`config.mk`:
```
export PLATFORM = sky130hd
export DESIGN_NAME = fit_mode_segment_allocator_top
export DESIGN_NICKNAME = d
export VERILOG_FILES = /design/src/sv/fmsa_pkg.sv /design/src/sv/fit_mode_segment_allocator_top.sv /design/src/sv/fmsa_datapath.sv /design/src/sv/fmsa_ctrl.sv
export SDC_FILE = /design/constraint.sdc
export NUM_CORES = 2
export LEC_CHECK = 0
export BUFFER_PORTS_ARGS = -buffer_cell sky130_fd_sc_hd__clkbuf_2
export CAP_MARGIN = 15
export CORE_UTILIZATION = 40
export CTS_BUF_LIST = sky130_fd_sc_hd__clkbuf_4 sky130_fd_sc_hd__clkbuf_8
export CTS_CLUSTER_SIZE = 12
export DETAILED_ROUTE_END_ITERATION = 10
export HOLD_SLACK_MARGIN = 0.08
export PLACE_DENSITY = 0.62
export SLEW_MARGIN = 20
export SYNTH_ARGS = -nofsm -noshare
export SYNTH_HDL_FRONTEND = slang
export SYNTH_SLANG_ARGS = --single-unit
```
`constraint.sdc`:
```
create_clock -name i_clk -period 8.02 [get_ports i_clk]
set_clock_uncertainty 0.15 [all_clocks]
set_input_delay 1.203 -clock i_clk [delete_from_list [all_inputs] [get_ports i_clk]]
set_output_delay 1.203 -clock i_clk [all_outputs]
set_load 0.01 [all_outputs]
```
`src/sv/fmsa_pkg.sv`:
```
package fmsa_pkg;

    localparam int unsigned DEF_MAX_BLOCKS = 64;
    localparam longint unsigned DEF_ARENA_BYTES = 65536;
    localparam int unsigned DEF_HEADER_BYTES = 32;

    localparam int unsigned ADDR_W = 16;
    localparam int unsigned LEN_W = 17;
    localparam int unsigned GAP_W = 18;
    localparam int unsigned CFG_W = 17;

    localparam logic OP_ALLOC = 1'b0;
    localparam logic OP_FREE = 1'b1;

    localparam logic [1:0] ST_OK = 2'd0;
    localparam logic [1:0] ST_NOSPACE = 2'd1;
    localparam logic [1:0] ST_BADADDR = 2'd2;

    localparam logic [1:0] FIT_BEST = 2'd1;
    localparam logic [1:0] FIT_WORST = 2'd2;

    localparam logic REG_FIT_MODE = 1'b0;
    localparam logic REG_USABLE = 1'b1;

    typedef struct packed {
        logic start;
        logic scan_rd;
        logic eval_final;
        logic ins_init;
        logic ins_rd;
        logic ins_new;
        logic del_init;
        logic del_rd;
        logic del_done;
        logic load_out;
    } t_cmd;

    typedef struct packed {
        logic op;
        logic full;
        logic idx_at_count;
        logic idx_gt_pick;
        logic pend;
        logic have;
        logic found;
        logic out_free;
    } t_sts;

endpackage

```
`src/sv/fit_mode_segment_allocator_top.sv`:
```
// Channel  Direction  Handshake            Payload
// request  in         i_valid / o_stall    i_operation, i_request_size, i_free_address
// result   out        o_valid / i_stall    o_user_address, o_status
// config   in         i_cfg_we             i_cfg_index, i_cfg_data
//
// One request at a time. Allocate: scan the blocks through the table memory read
// port, rate the last gap, then shift the upper entries and insert at gap P (no
// shift when P is the gap after the last block). Free: scan the blocks, then close
// up behind block F (no move when F is the last block).
// Reset (synchronous, active low) empties the table at once; no clearing pass.
// A result waits in the output register while i_stall is high; the next request
// is taken once the previous one has reached that register.
module fit_mode_segment_allocator_top #(
    parameter int unsigned MAX_BLOCKS = fmsa_pkg::DEF_MAX_BLOCKS,
    parameter longint unsigned ARENA_BYTES = fmsa_pkg::DEF_ARENA_BYTES,
    parameter int unsigned HEADER_BYTES = fmsa_pkg::DEF_HEADER_BYTES
) (
    input  logic                        i_clk,
    input  logic                        i_rst_n,
    input  logic                        i_cfg_we,
    input  logic                        i_cfg_index,
    input  logic [fmsa_pkg::CFG_W-1:0]  i_cfg_data,
    input  logic                        i_valid,
    output logic                        o_stall,
    input  logic                        i_operation,
    input  logic [fmsa_pkg::ADDR_W-1:0] i_request_size,
    input  logic [fmsa_pkg::ADDR_W-1:0] i_free_address,
    output logic                        o_valid,
    input  logic                        i_stall,
    output logic [fmsa_pkg::ADDR_W-1:0] o_user_address,
    output logic [1:0]                  o_status
);
    import fmsa_pkg::*;

    t_cmd cmd;
    t_sts sts;

    fmsa_ctrl u_ctrl (
        .i_clk   (i_clk),
        .i_rst_n (i_rst_n),
        .i_valid (i_valid),
        .i_sts   (sts),
        .o_cmd   (cmd),
        .o_stall (o_stall)
    );

    fmsa_datapath #(
        .MAX_BLOCKS   (MAX_BLOCKS),
        .ARENA_BYTES  (ARENA_BYTES),
        .HEADER_BYTES (HEADER_BYTES)
    ) u_dp (
        .i_clk          (i_clk),
        .i_rst_n        (i_rst_n),
        .i_cfg_we       (i_cfg_we),
        .i_cfg_index    (i_cfg_index),
        .i_cfg_data     (i_cfg_data),
        .i_operation    (i_operation),
        .i_request_size (i_request_size),
        .i_free_address (i_free_address),
        .i_stall        (i_stall),
        .i_cmd          (cmd),
        .o_sts          (sts),
        .o_valid        (o_valid),
        .o_user_address (o_user_address),
        .o_status       (o_status)
    );

endmodule

```
`src/sv/fmsa_datapath.sv`:
```
module fmsa_datapath #(
    parameter int unsigned MAX_BLOCKS = fmsa_pkg::DEF_MAX_BLOCKS,
    parameter longint unsigned ARENA_BYTES = fmsa_pkg::DEF_ARENA_BYTES,
    parameter int unsigned HEADER_BYTES = fmsa_pkg::DEF_HEADER_BYTES
) (
    input  logic                        i_clk,
    input  logic                        i_rst_n,
    input  logic                        i_cfg_we,
    input  logic                        i_cfg_index,
    input  logic [fmsa_pkg::CFG_W-1:0]  i_cfg_data,
    input  logic                        i_operation,
    input  logic [fmsa_pkg::ADDR_W-1:0] i_request_size,
    input  logic [fmsa_pkg::ADDR_W-1:0] i_free_address,
    input  logic                        i_stall,
    input  fmsa_pkg::t_cmd              i_cmd,
    output fmsa_pkg::t_sts              o_sts,
    output logic                        o_valid,
    output logic [fmsa_pkg::ADDR_W-1:0] o_user_address,
    output logic [1:0]                  o_status
);
    import fmsa_pkg::*;

    localparam int unsigned AW = (MAX_BLOCKS > 1) ? $clog2(MAX_BLOCKS) : 1;
    localparam int unsigned CW = $clog2(MAX_BLOCKS + 1);
    localparam int unsigned WW = ADDR_W + LEN_W;
    localparam logic [8:0] HDR = 9'(HEADER_BYTES);
    localparam logic [GAP_W-1:0] ARENA_CAP =
        (ARENA_BYTES > 64'h1FFFF) ? GAP_W'(18'h1FFFF) : GAP_W'(ARENA_BYTES);

    logic [1:0]        r_fit_mode;
    logic [CFG_W-1:0]  r_usable;
    logic [WW-1:0]     r_mem [MAX_BLOCKS];
    logic [WW-1:0]     r_rdata;
    logic [CW-1:0]     r_count, r_idx, r_pick;
    logic [AW-1:0]     r_tgt, r_fidx;
    logic              r_sv, r_mv, r_op, r_have, r_found, r_ov;
    logic [LEN_W-1:0]  r_need;
    logic [ADDR_W-1:0] r_addr, r_out_addr;
    logic [GAP_W-1:0]  r_pick_start, r_pick_len, r_prev_end;
    logic [1:0]        r_out_status;

    logic              rd_en, wr_en;
    logic [AW-1:0]     rd_addr, wr_addr;
    logic [WW-1:0]     wr_data;
    logic [CW-1:0]     idx_m1;
    logic [LEN_W-1:0]  n_need;
    logic [GAP_W-1:0]  lim, ev_ge, ev_gs, ev_gl;
    logic [ADDR_W-1:0] d_start;
    logic [LEN_W-1:0]  d_len;
    logic              ev_on, ev_fit, ev_better, ev_take, match;

    assign idx_m1 = r_idx - 1'b1;
    assign d_start = r_rdata[ADDR_W-1:0];
    assign d_len = r_rdata[WW-1:ADDR_W];
    assign lim = (ARENA_CAP < GAP_W'(r_usable)) ? ARENA_CAP : GAP_W'(r_usable);

    always_comb begin
        n_need = LEN_W'(i_request_size) + LEN_W'(HDR);
        if (n_need == '0) begin
            n_need = LEN_W'(1);
        end
    end

    // Gap under test: ends at the entry just read, or at the end of the usable arena.
    assign ev_gs = r_prev_end;
    assign ev_ge = i_cmd.eval_final ? lim : GAP_W'(d_start);
    assign ev_gl = (ev_ge > ev_gs) ? ev_ge - ev_gs : '0;
    assign ev_on = (r_sv && r_op == OP_ALLOC) || i_cmd.eval_final;
    assign ev_fit = (ev_gl >= GAP_W'(r_need)) &&
                    ((19'(ev_gs) + 19'(HDR)) <= 19'h0FFFF);
    always_comb begin
        if (!r_have) begin
            ev_better = 1'b1;
        end else if (r_fit_mode == FIT_BEST) begin
            ev_better = ev_gl < r_pick_len;
        end else if (r_fit_mode == FIT_WORST) begin
            ev_better = ev_gl > r_pick_len;
        end else begin
            ev_better = 1'b0;
        end
    end
    assign ev_take = ev_on && ev_fit && ev_better;
    assign match = r_sv && r_op == OP_FREE && !r_found &&
                   ((LEN_W'(d_start) + LEN_W'(HDR)) == LEN_W'(r_addr));

    always_comb begin
        rd_en = i_cmd.scan_rd || i_cmd.ins_rd || i_cmd.del_rd;
        rd_addr = i_cmd.ins_rd ? idx_m1[AW-1:0] : r_idx[AW-1:0];
        wr_en = r_mv || i_cmd.ins_new;
        wr_addr = r_mv ? r_tgt : r_pick[AW-1:0];
        wr_data = r_mv ? r_rdata : {r_need, r_pick_start[ADDR_W-1:0]};
    end

    always_ff @(posedge i_clk) begin
        if (wr_en) begin
            r_mem[wr_addr] <= wr_data;
        end
        if (rd_en) begin
            r_rdata <= r_mem[rd_addr];
        end
    end

    always_ff @(posedge i_clk) begin
        if (!i_rst_n) begin
            r_fit_mode <= '0;
            r_usable <= CFG_W'(17'h10000);
            r_count <= '0;
            r_idx <= '0;
            r_sv <= 1'b0;
            r_mv <= 1'b0;
            r_have <= 1'b0;
            r_found <= 1'b0;
            r_ov <= 1'b0;
        end else begin
            if (i_cfg_we) begin
                unique case (i_cfg_index)
                    REG_FIT_MODE: r_fit_mode <= i_cfg_data[1:0];
                    REG_USABLE:   r_usable <= i_cfg_data;
                    default:      r_usable <= r_usable;
                endcase
            end
            r_sv <= i_cmd.scan_rd;
            r_mv <= i_cmd.ins_rd || i_cmd.del_rd;
            if (i_cmd.start) begin
                r_idx <= '0;
                r_have <= 1'b0;
                r_found <= 1'b0;
            end
            if (i_cmd.scan_rd || i_cmd.del_rd) begin
                r_idx <= r_idx + 1'b1;
            end
            if (i_cmd.ins_init) begin
                r_idx <= r_count;
            end
            if (i_cmd.ins_rd) begin
                r_idx <= idx_m1;
            end
            if (i_cmd.del_init) begin
                r_idx <= CW'(r_fidx) + 1'b1;
            end
            if (ev_take) begin
                r_have <= 1'b1;
            end
            if (match) begin
                r_found <= 1'b1;
            end
            if (i_cmd.ins_new) begin
                r_count <= r_count + 1'b1;
            end
            if (i_cmd.del_done) begin
                r_count <= r_count - 1'b1;
            end
            if (i_cmd.load_out) begin
                r_ov <= 1'b1;
            end else if (r_ov && !i_stall) begin
                r_ov <= 1'b0;
            end
        end
    end

    // Payload registers: no reset.
    always_ff @(posedge i_clk) begin
        if (i_cmd.start) begin
            r_op <= i_operation;
            r_need <= n_need;
            r_addr <= i_free_address;
            r_prev_end <= '0;
        end
        if (r_sv && r_op == OP_ALLOC) begin
            r_prev_end <= GAP_W'(d_start) + GAP_W'(d_len);
        end
        if (i_cmd.scan_rd || i_cmd.ins_rd) begin
            r_tgt <= r_idx[AW-1:0];
        end
        if (i_cmd.del_rd) begin
            r_tgt <= idx_m1[AW-1:0];
        end
        if (ev_take) begin
            r_pick <= i_cmd.eval_final ? r_count : CW'(r_tgt);
            r_pick_start <= ev_gs;
            r_pick_len <= ev_gl;
        end
        if (match) begin
            r_fidx <= r_tgt;
        end
        if (i_cmd.load_out) begin
            if (r_op == OP_ALLOC) begin
                r_out_status <= r_have ? ST_OK : ST_NOSPACE;
                r_out_addr <= r_have ? r_pick_start[ADDR_W-1:0] + ADDR_W'(HDR) : '0;
            end else begin
                r_out_status <= r_found ? ST_OK : ST_BADADDR;
                r_out_addr <= '0;
            end
        end
    end

    always_comb begin
        o_sts.op = r_op;
        o_sts.full = r_count >= CW'(MAX_BLOCKS);
        o_sts.idx_at_count = r_idx == r_count;
        o_sts.idx_gt_pick = r_idx > r_pick;
        o_sts.pend = r_sv || r_mv;
        o_sts.have = r_have;
        o_sts.found = r_found;
        o_sts.out_free = !r_ov || !i_stall;
    end

    assign o_valid = r_ov;
    assign o_user_address = r_out_addr;
    assign o_status = r_out_status;

endmodule

```
`src/sv/fmsa_ctrl.sv`:
```
module fmsa_ctrl (
    input  logic           i_clk,
    input  logic           i_rst_n,
    input  logic           i_valid,
    input  fmsa_pkg::t_sts i_sts,
    output fmsa_pkg::t_cmd o_cmd,
    output logic           o_stall
);
    import fmsa_pkg::*;

    localparam logic [2:0] S_IDLE = 3'd0;
    localparam logic [2:0] S_SCAN = 3'd1;
    localparam logic [2:0] S_FINAL = 3'd2;
    localparam logic [2:0] S_DECIDE = 3'd3;
    localparam logic [2:0] S_INS = 3'd4;
    localparam logic [2:0] S_DEL = 3'd5;
    localparam logic [2:0] S_DONE = 3'd6;

    logic [2:0] r_state, n_state;

    always_comb begin
        n_state = r_state;
        o_cmd = '0;
        unique case (r_state)
            S_IDLE: begin
                if (i_valid) begin
                    o_cmd.start = 1'b1;
                    n_state = S_SCAN;
                end
            end
            S_SCAN: begin
                if (i_sts.op == OP_ALLOC && i_sts.full) begin
                    n_state = S_DONE;
                end else if (!i_sts.idx_at_count) begin
                    o_cmd.scan_rd = 1'b1;
                end else if (!i_sts.pend) begin
                    if (i_sts.op == OP_ALLOC) begin
                        n_state = S_FINAL;
                    end else if (i_sts.found) begin
                        o_cmd.del_init = 1'b1;
                        n_state = S_DEL;
                    end else begin
                        n_state = S_DONE;
                    end
                end
            end
            S_FINAL: begin
                o_cmd.eval_final = 1'b1;
                n_state = S_DECIDE;
            end
            S_DECIDE: begin
                if (i_sts.have) begin
                    o_cmd.ins_init = 1'b1;
                    n_state = S_INS;
                end else begin
                    n_state = S_DONE;
                end
            end
            S_INS: begin
                // shift upper entries up one, then drop the new block in
                if (i_sts.idx_gt_pick) begin
                    o_cmd.ins_rd = 1'b1;
                end else if (!i_sts.pend) begin
                    o_cmd.ins_new = 1'b1;
                    n_state = S_DONE;
                end
            end
            S_DEL: begin
                if (!i_sts.idx_at_count) begin
                    o_cmd.del_rd = 1'b1;
                end else if (!i_sts.pend) begin
                    o_cmd.del_done = 1'b1;
                    n_state = S_DONE;
                end
            end
            S_DONE: begin
                if (i_sts.out_free) begin
                    o_cmd.load_out = 1'b1;
                    n_state = S_IDLE;
                end
            end
            default: n_state = S_IDLE;
        endcase
    end

    always_ff @(posedge i_clk) begin
        if (!i_rst_n) begin
            r_state <= S_IDLE;
        end else begin
            r_state <= n_state;
        end
    end

    assign o_stall = r_state != S_IDLE;

endmodule

```
Yosys cells after proc, flatten, opt, wreduce, memory -nomap -nowiden
Memory sizes are Yosys's and may differ from the RTL's. A register that Yosys moved wholly into a read port is not among the register bits.
Cells that the tools add are included.
- memories: 1
- bits in writable memories: 2112
- word-level logic and storage cells: 160
- flip-flop bits (word level): 164
- memory list (name ; depth ; bits a word ; read ports ; clocked after Yosys merged registers in ; write ports ; line ; source):
    u_dp.r_mem ; 64 ; 33 ; 1 ; 1 ; 1 ; fmsa_datapath.sv:32 ; logic [WW-1:0] r_mem [MAX_BLOCKS];
- multiplexer cells: 65
- magnitude comparators: 8
- bitwise operators: 3
- add/subtract/negate cells: 11
- reductions and logical operators: 34
- equality and inequality tests: 16
- operator list (operator ; number):
    $mux 18 ; 4
    $mux 7 ; 7
    $gt 18x18->1 ; 2
    $add 16x6->17 const B ; 2
    $mux 33 ; 1
    $mux 1 ; 31
    $mux 6 ; 5
    $mux 3 ; 9
    $pmux 3 s7 ; 1
    $add 18x6->19 const B ; 1
    $le 19x16->1 const B ; 1
    $add 16x17->18 ; 1
    $ge 18x17->1 ; 1
    $lt 18x18->1 ; 1
    $sub 18x18->18 ; 1
    $eq 17x16->1 ; 1
    $logic_not 17->1 ; 1
    $lt 17x17->1 const A ; 1
    $mux 17 ; 1
    $add 16x6->16 const B ; 1
    $add 7x1->7 const B ; 2
    $sub 7x1->7 const B ; 2
    $mux 2 ; 6
    $reduce_bool 2->1 ; 6
    23 further kinds ; 48

Longest topological paths before layout
- word-level depth: 11
- mapped depth: 28
- depth with buffers taken out: 25

Cells and area by module
A second synthesis with hierarchy kept.
- cells, all modules: 4316
- area, all modules: 92067.0 sq um
- by module, submodules not included (module ; cells each ; area each (sq um) ; sequential area each (sq um) ; instances):
    fmsa_datapath ; 4264 ; 91697.9 ; 68866.0 ; 1
    fmsa_ctrl ; 52 ; 369.1 ; 60.1 ; 1

Least setup slack after synthesis
Ideal clock, no wire load.
- path type: flip-flop to flip-flop
- start: register u_ctrl.r_state[0]
- end: register u_dp.r_pick[0] (enable)
- library setup time: 490 ps
- stages on the path, launching flop included: 26
- data required time: 7380 ps
- path buffers: 4
- slack: -835 ps
- arrival: 8214 ps
- path through: dfxtp_1 clkbuf_1 or2_0 clkbuf_1 clkbuf_1 o21ai_0 ha_1 nor2b_1 o21ai_0 nand2b_1 a211oi_1 o31ai_1 a311o_1 a41o_1 o21ai_1 clkbuf_1 nor2_1 ha_1 a21o_1 a21o_1 a21oi_1 o21ai_0 a21oi_1 nand3b_1 o211a_1 nor3_1
- cells in the longest elaborated chain, start to end: 10
- elaborated cells on any way between the ends: 16
- RTL lines (item ; line ; source):
    start, declared ; fmsa_ctrl.sv:19 ; logic [2:0] r_state, n_state;
    start signal, assigned ; fmsa_ctrl.sv:90 ; r_state <= n_state;
    $eq 3x2->1 * ; fmsa_ctrl.sv:24 ; unique case (r_state)
    $mux 1 * ; fmsa_ctrl.sv:24 ;
    $mux 18 * ; fmsa_datapath.sv:66 ; assign ev_ge = i_cmd.eval_final ? lim : GAP_W'(d_start);
    $sub 18x18->18 / $gt 18x18->1 (equally long branches) ; fmsa_datapath.sv:67 ; assign ev_gl = (ev_ge > ev_gs) ? ev_ge - ev_gs : '0;
    $mux 18 * ; fmsa_datapath.sv:67 ;
    named net u_dp.ev_gl[15] ; fmsa_datapath.sv:47 ; logic [GAP_W-1:0] lim, ev_ge, ev_gs, ev_gl;
    $gt 18x18->1 ; fmsa_datapath.sv:77 ; ev_better = ev_gl > r_pick_len;
    $mux 1 ; fmsa_datapath.sv:76 ; end else if (r_fit_mode == FIT_WORST) begin
    $mux 1 ; fmsa_datapath.sv:74 ; end else if (r_fit_mode == FIT_BEST) begin
    $mux 1 ; fmsa_datapath.sv:72 ; if (!r_have) begin
    $logic_and 1x1->1 * ; fmsa_datapath.sv:82 ; assign ev_take = ev_on && ev_fit && ev_better;
    named net u_dp.ev_take ; fmsa_datapath.sv:50 ; logic ev_on, ev_fit, ev_better, ev_take, match;
    end signal, assigned ; fmsa_datapath.sv:179 ; r_pick <= i_cmd.eval_final ? r_count : CW'(r_tgt);
    end, declared ; fmsa_datapath.sv:34 ; logic [CW-1:0] r_count, r_idx, r_pick;
The timed path passes the listed nets; every way through them passes the cells marked *.
A chain may end at the register's enable or synchronous reset.

Final worst setup path
- start: register u_ctrl.r_state[1]
- end: register u_dp.r_pick_len[7] (enable)
- cells in the longest elaborated chain, start to end: 10
- elaborated cells on any way between the ends: 16
- RTL lines (item ; line ; source):
    $eq 3x2->1 * ; fmsa_ctrl.sv:24 ;
    $mux 1 * ; fmsa_ctrl.sv:24 ;
    $mux 18 * ; fmsa_datapath.sv:66 ;
    $sub 18x18->18 / $gt 18x18->1 (equally long branches) ; fmsa_datapath.sv:67 ;
    $mux 18 * ; fmsa_datapath.sv:67 ;
    named net u_dp.ev_gl[3] ; fmsa_datapath.sv:47 ;
    $gt 18x18->1 ; fmsa_datapath.sv:77 ;
    $mux 1 ; fmsa_datapath.sv:76 ;
    $mux 1 ; fmsa_datapath.sv:74 ;
    $mux 1 ; fmsa_datapath.sv:72 ;
    $logic_and 1x1->1 * ; fmsa_datapath.sv:82 ;
    named net u_dp.ev_take ; fmsa_datapath.sv:50 ;
    end signal, assigned ; fmsa_datapath.sv:181 ; r_pick_len <= ev_gl;
    end, declared ; fmsa_datapath.sv:39 ; logic [GAP_W-1:0] r_pick_start, r_pick_len, r_prev_end;
Marked as above.

==> metrics <==
run status complete, no violations; GRT overflow 0; Resized cells post-CTS 0; Clk pin slew, worst setup/hold paths 0.07 ns; prevailing post-synth register cell edfxtp_1; # clock sinks 2,309; Combinational Power Share 32.9%; Hold Fails Final Rpt 0; Final Cycle Share 90.8%; DR vias 61,827; Vias/cell 5.91; Final Wtd Congestion 0.919; post-synth top area share 71.7%; Crit path max-delay family compound AO/OA/AOI/OAI gates; fmax 137 MHz; Synth async-reset ratio 0%; Clk pwr share 27.6%; sequential area share after synthesis 72.6%; fin worst setup slack 0.737 ns; Tot GR Track Use 23.7%; die height 489 µm; Worst Hold Class in -> reg; io pins 76; Post-CTS Setup Inserts 0; DR pass1 iterations 8; total wire length 290,000 µm; slowest stage cell, crit path o31ai_1; RSZ-0062 raised after global routing false; WP data required 8.61 ns; Initial Util 40.3%; HP Start i_free_address[7]; worst vdd ir 0.457 mV; Cell Area, Synth 95,000 µm²; port buffer count 75; placed insts 9,797; share of layout cells above drive strength 1 14.1%; CTS hold repair buffers 8; critical path type reg -> reg; CTS Buf Count 379; CTS tree built; Yosys Warn Count 0; WP buf/inv 1; crit path time final 7.28 ns; GRT met1 Usage 31.0%; Leak 0.0367 µW; switching pwr 12,900 µW; CP endpoint kind flop; actual slew at the worst max-slew pin 1.23 ns; final std cells w/o fill 10,468; Reg2Reg Launch Point u_ctrl.r_state[1]$_SDFFE_PN0P_; 1st-iter DRT viols 7,512; WP data arrival 7.87 ns; most frequent cells in the layout edfxtp_1, nand2_1, nand3_1; DR DRC count 0; H-tree levels 5; Critical Path Fanout Max 41; FF-to-FF path depth 26; dpl ws 0.855 ns; Startpoint Class flop; fill cell count 20,733; fin area 108,000 µm²; vias in the first global route 59,916; EDFF count, synth 2,268; post-synth cell types 79; CTS Root Cell clkbuf_8; Net Sw Frac 35.5%; # rows 178; core area 236,000 µm²; Hold EP u_dp.r_addr[7]$_DFFE_PP_; die area 239,000 µm²; Die W 489 µm; final setup violation count 0; Final nets 7,183; max_slew headroom 16.2%; max-slew violation count 0; flops & latches, synth 2,309; P&R area growth vs syn 13.2%; WL/cell 27.7 µm; DP Wirelength 158,000 µm; Flop pwr share 39.4%; antenna violations before repair 21; R2R setup slack 0.74 ns; PD cells 337 nW/µm²; internal power 23,400 µW; largest net degree at the start of global routing 178; CP max stage delay 0.54 ns; synth top area cells edfxtp_1, nand2_1, mux2i_1, a32oi_1, nand3_1; GRT busiest layer met2; antenna-violating nets left 0; max cap viols 0; Tot Pwr 36,200 µW; GR Util met3 5.63%; commonest non-fill, non-tap cell in the layout edfxtp_1; worst-case clock buffer depth 4; met2 Use GR 37.2%; WHS Path Cells 1; register area 68,900 µm²; Syn Area/Cell 13.9 µm²; clock latency on the worst-skew pair 1.12 ns; syn nets 6,964; first-pass GRT wire length 413,000 µm; leading area contributor after synthesis edfxtp_1; setup TNS 0 ns; Post-Syn Instances 6,817; multi-input logic area 24,700 µm²; Reg-to-Reg End u_dp.r_pick_len[7]$_DFFE_PP_; Placement Cell Area 100,000 µm²
-- worst max path at each step --
stage | from | endpoint | slack [ns] | cells after the start
after global placement | u_ctrl.r_state[1]$_SDFFE_PN0P_ | u_dp.r_pick[6]$_SDFFCE_PN0P_ | 0.95 | 26
final | u_ctrl.r_state[1]$_SDFFE_PN0P_ | u_dp.r_pick_len[7]$_DFFE_PP_ | 0.74 | 26
after detailed placement | u_ctrl.r_state[1]$_SDFFE_PN0P_ | u_dp.r_pick[6]$_SDFFCE_PN0P_ | 0.85 | 26
after floorplan | u_ctrl.r_state[0]$_SDFFE_PN0P_ | u_dp.r_pick[0]$_DFFE_PP_ | 0.42 | 25
after global routing | u_ctrl.r_state[1]$_SDFFE_PN0P_ | u_dp.r_pick_len[7]$_DFFE_PP_ | 0.24 | 26
after CTS | u_ctrl.r_state[1]$_SDFFE_PN0P_ | u_dp.r_pick_len[7]$_DFFE_PP_ | 0.77 | 26
-- synthesized netlist by cell type, types with 14 or more instances --
master / n
a21o_1: 20
a21oi_1: 262
a32oi_1: 261
and3_1: 84
and3b_1: 27
buf_1: 49
buf_2: 81
buf_4: 24
clkbuf_1: 310
dfxtp_1: 41
edfxtp_1: 2268
ha_1: 88
inv_1: 91
mux2_2: 29
mux2i_1: 351
nand2_1: 1151
nand2b_1: 14
nand3_1: 396
nand4_1: 242
nor2_1: 164
nor2b_1: 14
nor3_1: 202
nor4_1: 14
o21ai_0: 117
o22ai_1: 188
o32ai_1: 37
xnor2_1: 53
xor2_1: 36
-- power groups by stage --
stage	Combinational, µW	Clock (µW)	Sequential, µW
2_1_floorplan	7910	0	14400
3_3_place_gp	11600	0	14500
3_5_place_dp	11800	0	14500
4_1_cts	11800	10100	14300
5_1_grt	12800	10600	14300
6_report	11900	10000	14300
-- per-stage QoR --
step	utilization, %	hold slack, ns
finish	45.6	0.163
global route	45.6	0.129
CTS	45.6	0.0801
detailed placement	42.6	0.283
global placement	42.5	0.284
floorplan	-	0.276
-- layer usage --
metal	vias up	part of all wire, %
met5	-	0.027
met2	3473	46
met3	539	10
met4	10	4.7
met1	31069	39
li1	26736	-
-- kinds of logic (layout without fill, tap and decap cells) --
family | count (synthesis) | count (layout) | share of synthesized area (%)
and+or+nand+nor | 2353 | 2353 | 11.4
DFF | 2309 | 2309 | 72.6
AOI/OAI and AO/OA | 1029 | 1029 | 7.42
buffers and inverters | 562 | 1043 | 2.47
muxes | 384 | 384 | 4.14
adders and majority gates | 91 | 91 | 1.22
xor gates and xnor gates | 89 | 89 | 0.821
other | 0 | 20 | 0
-- layout make-up --
cell class	count	area share, %
Timing Repair Buffer	308	2.30
Clock buffer	518	5.88
Multi-Input combinational cell	3946	22.9
Sequential cell	2309	64.1
Antenna cell	20	0.0465
Clock inverter	125	0.779
Inverter	92	0.321
Tap cell	3150	3.66
-- registers in the layout, summed over array words and instances, names as in the netlist, 3 cells and up --
register             flops
u_dp.r_mem            2112
u_dp.r_rdata            33
u_dp.ev_gs              18
u_dp.r_pick_len         18
u_dp.r_need             17
u_dp.r_usable           17
u_dp.o_user_address     16
u_dp.r_addr             16
u_dp.r_pick_start       16
u_dp.r_count             7
u_dp.r_idx               7
u_dp.r_pick              7
u_dp.r_fidx              6
u_dp.r_tgt               6
u_ctrl.r_state           3
-- worst register-to-register path, stage by stage (launching register included) --
cell and delay (ns):
dfxtp_1 0.53, nand2b_1 0.16, or2_1 0.33, nor3b_1 0.30
a21oi_1 0.07, ha_1 0.23, fa_1 0.42, nor2b_1 0.26
o21ai_0 0.12, nand2b_1 0.15, a211oi_1 0.13, o31ai_1 0.54
a311o_1 0.33, a41o_1 0.26, o21ai_1 0.10, nor3_1 0.45
ha_1 0.34, a21o_1 0.18, a21o_1 0.17, a21oi_1 0.16
nor2b_1 0.07, o311ai_0 0.34, nand3_1 0.13, a221o_1 0.32
a31oi_1 0.30, nor3_4 0.08, buf_4 0.34
Power figures use the tool's default switching activity.
